**src/rtl/core/itp_pkg.sv**
```systemverilog
// itp_pkg: shared constants, types and character helpers for the infix to
// prefix converter. No dependencies; imported by itp_stack and the top level.
`timescale 1ns / 1ps

package itp_pkg;

  localparam int LINE_CHARS_DEF = 32;

  localparam logic [7:0] CH_CARET  = 8'h5E;  // '^'
  localparam logic [7:0] CH_SLASH  = 8'h2F;  // '/'
  localparam logic [7:0] CH_STAR   = 8'h2A;  // '*'
  localparam logic [7:0] CH_PLUS   = 8'h2B;  // '+'
  localparam logic [7:0] CH_MINUS  = 8'h2D;  // '-'
  localparam logic [7:0] CH_RPAREN = 8'h29;  // ')'
  localparam logic [7:0] CH_LPAREN = 8'h28;  // '('
  localparam logic [7:0] CH_NULL   = 8'h00;

  // Command from the sequencer to the operator stack.
  typedef struct packed {
    logic       push;
    logic       pop;
    logic [7:0] data;
  } stk_cmd_t;

  // Status of the operator stack seen by the sequencer.
  typedef struct packed {
    logic       empty;
    logic       full;
    logic [7:0] top;
  } stk_stat_t;

  function automatic logic [1:0] prec(input logic [7:0] ch);
    logic [1:0] p;
    p = 2'd0;
    if (ch == CH_CARET) begin
      p = 2'd3;
    end else if (ch == CH_STAR || ch == CH_SLASH) begin
      p = 2'd2;
    end else if (ch == CH_PLUS || ch == CH_MINUS) begin
      p = 2'd1;
    end
    return p;
  endfunction

  function automatic logic is_operand(input logic [7:0] ch);
    logic r;
    r = (ch >= 8'h61 && ch <= 8'h7A) ||   // a..z
        (ch >= 8'h41 && ch <= 8'h5A) ||   // A..Z
        (ch >= 8'h30 && ch <= 8'h39);     // 0..9
    return r;
  endfunction

endpackage

```
**src/rtl/core/infix_to_prefix_converter.sv**
```systemverilog
// infix_to_prefix_converter: stores an infix expression, converts it by a
// reversed shunting-yard scan and streams the prefix form. Uses itp_pkg, itp_stack.
//
//   channel | direction | signals                           | transfer when
//   in      | input     | in_char, in_last                  | in_valid & in_ready
//   out     | output    | out_char, out_last, overflow      | out_valid & out_ready
//
// Load: one character per cycle while in_ready is high.
// Convert: a fetch and a decide step per stored character, a decide step per
//   operator popped, then a flush step per operator left and a last one; each
//   step uses the single read port of the operator stack and character buffer.
// Output: each result character is read from the buffer, loaded and transferred;
//   in_ready stays low from the last input transfer to the last output one.
// Reset (rst, synchronous) clears control state only; no clearing pass.
`timescale 1ns / 1ps

module infix_to_prefix_converter
  import itp_pkg::*;
#(
  parameter int LINE_CHARS = LINE_CHARS_DEF
) (
  input  logic       clk,
  input  logic       rst,
  input  logic       in_valid,
  output logic       in_ready,
  input  logic [7:0] in_char,
  input  logic       in_last,
  output logic       out_valid,
  input  logic       out_ready,
  output logic [7:0] out_char,
  output logic       out_last,
  output logic       overflow
);

  localparam int CW = $clog2(LINE_CHARS + 1);
  localparam int IW = $clog2(LINE_CHARS);

  typedef enum logic [2:0] {
    S_LOAD,
    S_FETCH,
    S_DECIDE,
    S_FLUSH,
    S_ORD,
    S_OSHOW,
    S_OHOLD
  } state_t;

  state_t        state;
  logic [CW-1:0] ccount;
  logic [CW-1:0] rcount;
  logic          dropped;

  logic [7:0]    cbuf [LINE_CHARS];
  logic [7:0]    cb_rdata;
  logic [7:0]    rbuf [LINE_CHARS];
  logic [7:0]    rb_rdata;

  stk_cmd_t      stk_cmd;
  stk_stat_t     stk_stat;

  logic          in_xfer;
  logic          store_en;
  logic          emit_en;
  logic [7:0]    emit_char;
  logic          adv;
  logic          emit_room;
  logic [7:0]    cur;

  assign in_ready  = (state == S_LOAD);
  assign in_xfer   = in_valid && in_ready;
  assign store_en  = in_xfer && (ccount < CW'(LINE_CHARS));
  assign emit_room = (rcount < CW'(LINE_CHARS));
  assign cur       = cb_rdata;

  itp_stack #(
    .LINE_CHARS(LINE_CHARS)
  ) u_stack (
    .clk (clk),
    .rst (rst),
    .cmd (stk_cmd),
    .stat(stk_stat)
  );

  // Scan decisions for one step of the reversed shunting-yard walk.
  always_comb begin
    stk_cmd   = '0;
    emit_en   = 1'b0;
    emit_char = cur;
    adv       = 1'b0;
    case (state)
      S_DECIDE: begin
        if (is_operand(cur)) begin
          emit_en = emit_room;
          adv     = 1'b1;
        end else if (cur == CH_RPAREN) begin
          stk_cmd.push = 1'b1;
          stk_cmd.data = cur;
          adv          = 1'b1;
        end else if (cur == CH_LPAREN) begin
          if (!stk_stat.empty && stk_stat.top != CH_RPAREN) begin
            stk_cmd.pop = 1'b1;
            emit_en     = emit_room;
            emit_char   = stk_stat.top;
          end else begin
            // Drop the matching ')', or nothing on an empty stack.
            stk_cmd.pop = !stk_stat.empty;
            adv         = 1'b1;
          end
        end else begin
          if (!stk_stat.empty && (prec(cur) < prec(stk_stat.top))) begin
            stk_cmd.pop = 1'b1;
            emit_en     = emit_room;
            emit_char   = stk_stat.top;
          end else begin
            stk_cmd.push = 1'b1;
            stk_cmd.data = cur;
            adv          = 1'b1;
          end
        end
      end
      S_FLUSH: begin
        if (!stk_stat.empty) begin
          stk_cmd.pop = 1'b1;
          emit_en     = emit_room;
          emit_char   = stk_stat.top;
        end
      end
      default: begin
      end
    endcase
  end

  always_ff @(posedge clk) begin
    if (store_en) begin
      cbuf[ccount[IW-1:0]] <= in_char;
    end
    cb_rdata <= cbuf[IW'(ccount - 1'b1)];
  end

  always_ff @(posedge clk) begin
    if (emit_en) begin
      rbuf[rcount[IW-1:0]] <= emit_char;
    end
    rb_rdata <= rbuf[IW'(rcount - 1'b1)];
  end

  always_ff @(posedge clk) begin
    if (rst) begin
      state     <= S_LOAD;
      ccount    <= '0;
      rcount    <= '0;
      dropped   <= 1'b0;
      out_valid <= 1'b0;
    end else begin
      if (emit_en) begin
        rcount <= rcount + 1'b1;
      end
      case (state)
        S_LOAD: begin
          if (in_xfer) begin
            if (store_en) begin
              ccount <= ccount + 1'b1;
            end else begin
              dropped <= 1'b1;
            end
            if (in_last) begin
              state <= S_FETCH;
            end
          end
        end
        S_FETCH: begin
          state <= S_DECIDE;
        end
        S_DECIDE: begin
          if (adv) begin
            ccount <= ccount - 1'b1;
            state  <= (ccount == CW'(1)) ? S_FLUSH : S_FETCH;
          end
        end
        S_FLUSH: begin
          if (stk_stat.empty) begin
            if (rcount != '0) begin
              state <= S_ORD;
            end else begin
              // Nothing collected: send a single null character.
              out_char  <= CH_NULL;
              out_last  <= 1'b1;
              overflow  <= dropped;
              out_valid <= 1'b1;
              state     <= S_OHOLD;
            end
          end
        end
        S_ORD: begin
          state <= S_OSHOW;
        end
        S_OSHOW: begin
          out_char  <= rb_rdata;
          out_last  <= (rcount == CW'(1));
          overflow  <= dropped;
          out_valid <= 1'b1;
          state     <= S_OHOLD;
        end
        S_OHOLD: begin
          if (out_ready) begin
            out_valid <= 1'b0;
            if (out_last) begin
              rcount  <= '0;
              dropped <= 1'b0;
              state   <= S_LOAD;
            end else begin
              rcount <= rcount - 1'b1;
              state  <= S_ORD;
            end
          end
        end
        default: begin
          state <= S_LOAD;
        end
      endcase
    end
  end

  a_valid_in_hold: assert property (@(posedge clk) disable iff (rst)
    out_valid |-> (state == S_OHOLD))
    else $error("result shown outside the hold state");

  a_load_no_result: assert property (@(posedge clk) disable iff (rst)
    in_ready |-> !out_valid && (rcount == '0))
    else $error("input taken while results remain");

  a_flush_empty: assert property (@(posedge clk) disable iff (rst)
    (state == S_ORD) && $past(state == S_FLUSH) |-> stk_stat.empty)
    else $error("output began with operators left on the stack");

  a_count_bound: assert property (@(posedge clk) disable iff (rst)
    (ccount <= CW'(LINE_CHARS)) && (rcount <= CW'(LINE_CHARS)))
    else $error("buffer count beyond capacity");

endmodule

```
**src/rtl/core/itp_stack.sv**
```systemverilog
// itp_stack: operator stack for the converter, one write and one registered
// read port, with the top entry tracked in a register. Uses itp_pkg.
`timescale 1ns / 1ps

module itp_stack
  import itp_pkg::*;
#(
  parameter int LINE_CHARS = LINE_CHARS_DEF
) (
  input  logic      clk,
  input  logic      rst,
  input  stk_cmd_t  cmd,
  output stk_stat_t stat
);

  localparam int CW = $clog2(LINE_CHARS + 1);
  localparam int IW = $clog2(LINE_CHARS);

  logic [7:0]    mem [LINE_CHARS];
  logic [7:0]    rdata;
  logic [7:0]    top_reg;
  logic          refill;
  logic [CW-1:0] depth;
  logic [CW-1:0] depth_next;
  logic [IW-1:0] raddr;
  logic          push_ok;
  logic          pop_ok;
  logic          full;

  assign full    = (depth == CW'(LINE_CHARS));
  assign pop_ok  = cmd.pop && (depth != '0);
  assign push_ok = cmd.push && !cmd.pop && !full;

  always_comb begin
    depth_next = depth;
    if (push_ok) begin
      depth_next = depth + 1'b1;
    end else if (pop_ok) begin
      depth_next = depth - 1'b1;
    end
    // Read the entry that will be on top after this cycle.
    raddr = IW'(depth_next - 1'b1);
  end

  always_ff @(posedge clk) begin
    if (push_ok) begin
      mem[depth[IW-1:0]] <= cmd.data;
    end
    rdata <= mem[raddr];
  end

  always_ff @(posedge clk) begin
    if (rst) begin
      depth  <= '0;
      refill <= 1'b0;
    end else begin
      depth <= depth_next;
      if (push_ok) begin
        top_reg <= cmd.data;
        refill  <= 1'b0;
      end else if (pop_ok) begin
        refill <= 1'b1;
      end else if (refill) begin
        top_reg <= rdata;
        refill  <= 1'b0;
      end
    end
  end

  assign stat.empty = (depth == '0);
  assign stat.full  = full;
  assign stat.top   = refill ? rdata : top_reg;

  a_depth_bound: assert property (@(posedge clk) disable iff (rst)
    depth <= CW'(LINE_CHARS))
    else $error("operator stack depth beyond capacity");

  a_pop_step: assert property (@(posedge clk) disable iff (rst)
    pop_ok |=> (depth == $past(depth) - 1'b1))
    else $error("pop did not lower depth by one");

  a_push_step: assert property (@(posedge clk) disable iff (rst)
    push_ok |=> (depth == $past(depth) + 1'b1) && !refill)
    else $error("push did not raise depth or left top stale");

endmodule

```
**config.mk**
```make
export PLATFORM = sky130hd
export DESIGN_NAME = infix_to_prefix_converter
export DESIGN_NICKNAME = d
export VERILOG_FILES = /design/src/rtl/core/itp_pkg.sv /design/src/rtl/core/infix_to_prefix_converter.sv /design/src/rtl/core/itp_stack.sv
export SDC_FILE = /design/constraint.sdc
export NUM_CORES = 1
export LEC_CHECK = 0
export BUFFER_PORTS_ARGS = -buffer_cell sky130_fd_sc_hd__buf_2
export CORE_MARGIN = 2
export CORE_UTILIZATION = 35
export CTS_CLUSTER_SIZE = 8
export DETAILED_ROUTE_END_ITERATION = 16
export PLACE_DENSITY = 0.54
export SYNTH_ARGS = -nofsm -noshare
export SYNTH_HDL_FRONTEND = slang
export SYNTH_SLANG_ARGS = --single-unit
```
**constraint.sdc**
```tcl
create_clock -name clk -period 6.2 [get_ports clk]
set_input_delay 0 -clock clk [delete_from_list [all_inputs] [get_ports clk]]
set_output_delay 0 -clock clk [all_outputs]
set_load 0.05 [all_outputs]
```
==> results of run 1 <==
-- where the power goes --
| part | leakage [nW] | switching (mW) | total, mW | internal, mW |
|---|---|---|---|---|
| sequential | 7.71 | 0.233 | 6.98 | 6.74 |
| clock | 1.61 | 2.34 | 5.88 | 3.53 |
| combinational | 3.40 | 2.48 | 4.10 | 1.62 |
-- layout make-up --
class	instances	area share, %
Clock buffer	208	8.03
Clock inverter	9	0.508
Inverter	16	0.149
Multi-Input combinational cell	1116	24.1
Sequential cell	834	61.1
Tap cell	1287	4.01
Timing Repair Buffer	111	2.04
-- cell usage in the layout (no fill, tap or decap), types with 11 or more instances in the layout --
| cell | synthesis | routed |
|---|---|---|
| a211oi_1 | 25 | 24 |
| a21oi_1 | 76 | 76 |
| a221oi_1 | 13 | 11 |
| a22oi_1 | 12 | 12 |
| a31oi_1 | 21 | 21 |
| and3_1 | 29 | 29 |
| buf_2 | 26 | 24 |
| buf_4 | 4 | 72 |
| clkbuf_1 | 77 | 93 |
| clkbuf_16 | 0 | 115 |
| dfxtp_1 | 48 | 46 |
| dlygate4sd3_1 | 0 | 14 |
| edfxtp_1 | 786 | 786 |
| ha_1 | 15 | 13 |
| inv_1 | 15 | 15 |
| mux2_2 | 37 | 37 |
| mux2i_1 | 57 | 57 |
| mux4_2 | 163 | 163 |
| nand2_1 | 127 | 126 |
| nand3_1 | 32 | 32 |
| nand4_1 | 12 | 12 |
| nor2_1 | 198 | 197 |
| nor3_1 | 45 | 45 |
| o21ai_0 | 53 | 50 |
| o22ai_1 | 26 | 25 |
| xnor2_1 | 16 | 11 |
-- logic make-up after synthesis --
family	share of synthesized area [%]
flops	70.8
mux	13.4
buf+inv	1.73
xor+xnor	0.696
fa+ha+maj	0.541
simple gates	6.91
compound gates	5.93
-- critical path, cell delays in order (launching register included) --
cell	delay, ns
dfxtp_1	0.73
mux2i_1	0.55
nand2_1	0.11
o22ai_1	0.19
nand2_1	0.07
ha_1	0.30
inv_1	0.06
o31a_1	0.35
buf_4	0.20
a21boi_4	0.54
a22oi_2	0.24
xnor2_2	0.97
buf_4	0.36
xnor2_2	0.22
mux4_2	0.36
mux2_2	0.27
nand2_1	0.07
a22oi_1	0.06
-- worst max-delay path by stage --
stage | slack (ns) | to | cells after the start | startpoint
finish | 0.38 | u_stack.rdata[2] | 17 | u_stack.refill
global route | 0.09 | u_stack.rdata[2] | 17 | u_stack.refill
CTS | 0.48 | u_stack.rdata[2] | 17 | u_stack.refill
detailed placement | 0.53 | u_stack.rdata[2] | 17 | u_stack.refill
global placement | 0.48 | u_stack.rdata[2] | 17 | u_stack.refill
floorplan | 1.53 | rbuf[0][2] | 14 | cb_rdata[0]
-- layer usage --
metal	GRT usage, %	wire [um]
met5	0	11
met4	5.37	2100
met3	2.95	5260
met2	28.1	42300
met1	24.8	39900
-- per-stage QoR --
stage,util (%),cells,power (mW)
2_1_floorplan,-,2091,9.65
3_3_place_gp,37.3,3350,11.2
3_5_place_dp,37.3,3350,11.2
4_1_cts,40.9,3581,17.1
5_1_grt,40.9,3581,17.6
6_report,40.9,3581,17.0
==> flow_metrics.tcl, run 1 <==
set metrics [dict create \
    outcome "finished, final reports clean" \
    worstRegToRegCells 17 \
    root_buffer "clkbuf_16" \
    grt_pass1_vias 19900 \
    place_area_mm2 0.0366 \
    routed_via_density 5.51 \
    grt_pass1_wl_um 135000 \
    setup-tns-final_ns 0 \
    setup_violations 0 \
    cp_max_fo 19 \
    worst-r2r-setup-slack_ns 0.38 \
    ios 25 \
    ant_nets 0 \
    drt-total-wl_um 89600 \
    cts.clk_slew.worst_paths_ns 0.05 \
    synth_edf_count 786 \
    layout-drive-gt1-share_pct 20.5 \
    final-seq-area_mm2 0.0246 \
    cts_tree "yes" \
    min_period_ns 5.82 \
    worst_r2r_endpoint "u_stack.rdata[2]" \
    finalHoldViolations 0 \
    antenna_cells 0 \
    hold_class "in2reg" \
    fin_ws_ns 0.376 \
    whs_ns 0.383 \
    netlist.top_cell.by_area "edfxtp_1" \
    cts.htree.levels 3 \
    grt_max_degree 67 \
    report.final.slew_viol_count 0 \
    crit_type "reg2reg" \
    worstSetupEndpointType "flip-flop" \
    vdd_drop_max_mv 0.252 \
    syn_area_mm2 0.0347 \
    drtIter0Drc 1964 \
    start_util_pct 35.3 \
    cts_hold_buffers 14 \
    nets 2222 \
    grtUsageTotal_pct 17.7 \
    rsz0062_at_grt "false" \
    whs_path_depth 3 \
    max-slew-margin-rel_pct 17.5 \
    syn-num-nets 2119 \
    fp.dieW_um 319 \
    yosys.cell_count.top_type "edfxtp_1" \
    r2r_start "u_stack.refill" \
    antenna_found_initial 1 \
    cp-start-kind "flip-flop" \
    postCtsSetupRepairBufs 0 \
    synthToLayoutAreaGrowth_pct 15.8 \
    clock-sinks 834 \
    crit_arrival_ns 6.36 \
    place_ws_ns 0.528 \
    drc 0 \
    cts_buffer_depth 3 \
    multiInputGateArea_mm2 0.00969 \
    worst_pin_slew_ns 1.23 \
    portBuffers 24 \
    synthArstFlopShare_pct 0 \
    drv_cap 0 \
    wl_per_cell_um 25.0 \
    ys_top_cells_by_count "786 x edfxtp_1, 198 x nor2_1, 163 x mux4_2" \
    gp_congestion 0.914 \
    yosysTopAreaCellShare_pct 68.0 \
    fillers 8883 \
    die_y_um 319 \
    clock_skew_ns 0.0452 \
    design_area_mm2 0.0402 \
    leakagePower_nw 12.7 \
    firstDrtPassIters 5 \
    required_ns 6.74 \
    syn_avg_cell_area_um2 16.6 \
    clk_latency_ns 0.70 \
    num_rows 115 \
    yosys_warnings 0 \
    cts-buffers-inserted 115 \
    finalCritPeriodShare_pct 93.9 \
    synth_cell_types 82 \
    ys_top_cells_by_area "edfxtp_1 68%, mux4_2 11%, dfxtp_1 2.8%, nor2_1 2.1%, mux2i_1 1.6%" \
    min_from "rst" \
    ys_seq_area_share_pct 70.8 \
    overflow 0 \
    hold-path-endpoint "state[1]" \
    syn-instance-count 2091 \
    power_density_mw_per_mm2 422 \
    synth_ff_type "edfxtp_1" \
    die_area_mm2 0.102 \
    dp_hpwl_um 56900 \
    cts_resized 0 \
    ys_seq_elements 834 \
    fmax_mhz 172 \
    design.core.area_mm2 0.0983 \
    vias 19700 \
]
Power figures use the tool's default switching activity.
==> run 2, diff against run 1 <==
ABC_AREA = 1   (was default)
==> flow_metrics.tcl, run 2 <==
set metrics [dict create \
    outcome "finished, final reports clean" \
    synthMuxAreaShare_pct 0.714 \
    cp_max_fo 32 \
    path_delay_family "simple AND/OR/NAND/NOR gates" \
    nets 3102 \
    synth_cell_types 48 \
    fin_ws_ns 0.893 \
    final_common_cell "edfxtp_1" \
    ys_top_cells_by_area "edfxtp_1 67%, nand2_1 6.9%, nor2_1 5.0%, o21ai_0 3.8%, dfxtp_1 2.7%" \
    firstDrtPassIters 6 \
    portBuffers 24 \
    grtUsageTotal_pct 17.9 \
    comb_power_share_pct 38.2 \
    yosys.cell_count.top_type "edfxtp_1" \
    required_ns 6.75 \
    placedCellCount 4242 \
    totalPowerFinal_mw 21.1 \
    cts_hold_buffers 13 \
    synthAdderAreaFrac_pct 0.536 \
    drt-total-wl_um 93000 \
    gp_congestion 0.859 \
    start_util_pct 35.1 \
    routed_via_density 5.17 \
    grt_max_degree 84 \
    synthSimpleGateAreaFrac_pct 15.3 \
    finalHoldViolations 0 \
    ios 25 \
    cts_tree "yes" \
    p_sw_mw 8.46 \
    ant_nets 0 \
    fillers 9376 \
    vdd_drop_max_mv 0.363 \
    layout-drive-gt1-share_pct 8.09 \
    worstRegToRegCells 26 \
    p_sw_share_pct 40.1 \
    min_from "in_last" \
    ys_seq_elements 834 \
    path_buf_inv 4 \
    worst_r2r_endpoint "u_stack.rdata[6]" \
    crit_path_top_delay_cell "dfxtp_1" \
    min_period_ns 5.31 \
    worst_pin_slew_ns 1.08 \
    hold-path-endpoint "state[0]" \
    fp.dieW_um 320 \
    p_int_mw 12.6 \
    ys_seq_area_share_pct 70.1 \
    final_util_pct 40.0 \
    synthArstFlopShare_pct 0 \
    cts_buffer_depth 3 \
    clkPwrFrac_pct 27.4 \
    synth_ff_type "edfxtp_1" \
    stdcell_count 4436 \
    design_area_mm2 0.0398 \
    synth_top_family_by_area "simple AND/OR/NAND/NOR gates" \
    r2r_start "u_stack.refill" \
    vias 22900 \
    synth_compound_area_share_pct 9.11 \
    netlist.top_cell.by_area "edfxtp_1" \
    grt_pass1_wl_um 140000 \
    report.final.slew_viol_count 0 \
    syn-num-nets 3069 \
    crit_top_cell "nand2_1" \
    syn_avg_cell_area_um2 11.5 \
    seqPwrFrac_pct 34.4 \
    design.core.area_mm2 0.0997 \
    die_y_um 320 \
    fmax_mhz 188 \
    overflow 0 \
    whs_ns 0.392 \
    yosysTopAreaCellShare_pct 67.4 \
    cts.htree.levels 3 \
    ys_top_cells_by_count "786 x edfxtp_1, 645 x nand2_1, 470 x nor2_1" \
    place_area_mm2 0.0364 \
    rsz0062_at_grt "false" \
    postCtsSetupRepairBufs 0 \
    drv_cap 0 \
    worst-r2r-setup-slack_ns 0.89 \
    place_ws_ns 1.03 \
    multiInputGateArea_mm2 0.00924 \
    crit_arrival_ns 5.85 \
    wl_per_cell_um 21.0 \
    yosys_warnings 0 \
    antenna_cells 0 \
    cp_slowest_stage_delay_ns 0.60 \
    clk_latency_ns 0.71 \
    clock-sinks 834 \
    finalCritPeriodShare_pct 85.6 \
    setup_violations 0 \
    syn_area_mm2 0.0350 \
    leakagePower_nw 14.0 \
    root_buffer "clkbuf_16" \
    synthToLayoutAreaGrowth_pct 13.8 \
    setup-tns-final_ns 0 \
    antenna_found_initial 3 \
    synth-xor-area-share_pct 0.550 \
    drtIter0Drc 2034 \
    synth_edf_count 786 \
    max-slew-margin-rel_pct 27.9 \
    cts.clk_slew.worst_paths_ns 0.05 \
    num_rows 116 \
    syn-instance-count 3041 \
    hold_class "in2reg" \
    cts-buffers-inserted 115 \
    layout_common_cells "786 x edfxtp_1, 645 x nand2_1, 465 x nor2_1" \
    cts_resized 0 \
    crit_type "reg2reg" \
    cp-start-kind "flip-flop" \
    worstSetupEndpointType "flip-flop" \
    power_density_mw_per_mm2 530 \
    clock_skew_ns 0.0573 \
    dp_hpwl_um 54500 \
    final-seq-area_mm2 0.0246 \
    drc 0 \
    die_area_mm2 0.103 \
    grt_pass1_vias 22200 \
    whs_path_depth 6 \
]
==> run 2: cells by family after synthesis <==
group                    count (synthesis)
multiplexers                            25
adder cells (fa/ha/maj)                 15
XOR/XNOR                                16
buffers and inverters                  311
AND/OR/NAND/NOR                       1322
flip-flops                             834
AO/OA/AOI/OAI                          518
==> run 2: layout make-up <==
class | instances | share of cell area, %
clock buffer | 172 | 7.81
clock inverter | 9 | 0.446
inverter | 148 | 1.40
multi-input combinational | 1896 | 23.2
sequential | 834 | 61.7
tap | 1298 | 4.08
timing repair buffer | 79 | 1.42
==> run 2: power groups by stage <==
stage	logic (mW)	clock network [mW]	registers, mW
floorplan	5.39	0	7.28
global placement	8.03	0	7.37
detailed placement	8.04	0	7.37
CTS	8.06	5.89	7.26
global route	8.88	6.13	7.28
finish	8.06	5.78	7.27
==> run 2: how the worst max path moves through the flow <==
stage                     slack [ns]                end  depth (start not counted)      startpoint
after floorplan                 2.80  u_stack.mem[0][6]                         12  u_stack.refill
after global placement          1.08   u_stack.rdata[6]                         26  u_stack.refill
after detailed placement        1.03   u_stack.rdata[4]                         26  u_stack.refill
after CTS                        1.0   u_stack.rdata[4]                         26  u_stack.refill
after global routing            0.41   u_stack.rdata[6]                         28  u_stack.refill
final                           0.89   u_stack.rdata[6]                         26  u_stack.refill
==> run 2: worst register-to-register path: cells and delay by family (launching register included) <==
kind	cells	cell delay, ns
DFF	1	0.60
adders and majority gates	1	0.30
buffers and inverters	4	0.97
AOI/OAI and AO/OA	1	0.13
and+or+nand+nor	20	3.14
==> run 2: routing by layer <==
metal  track usage (%)  vias to the layer above  part of all wire, %
li1                  -                    10800                    -
met1              25.1                    11200                   45
met2              28.1                      728                   46
met3              3.09                      133                  6.0
met4              6.45                        2                  2.6
met5                 0                        -                0.014
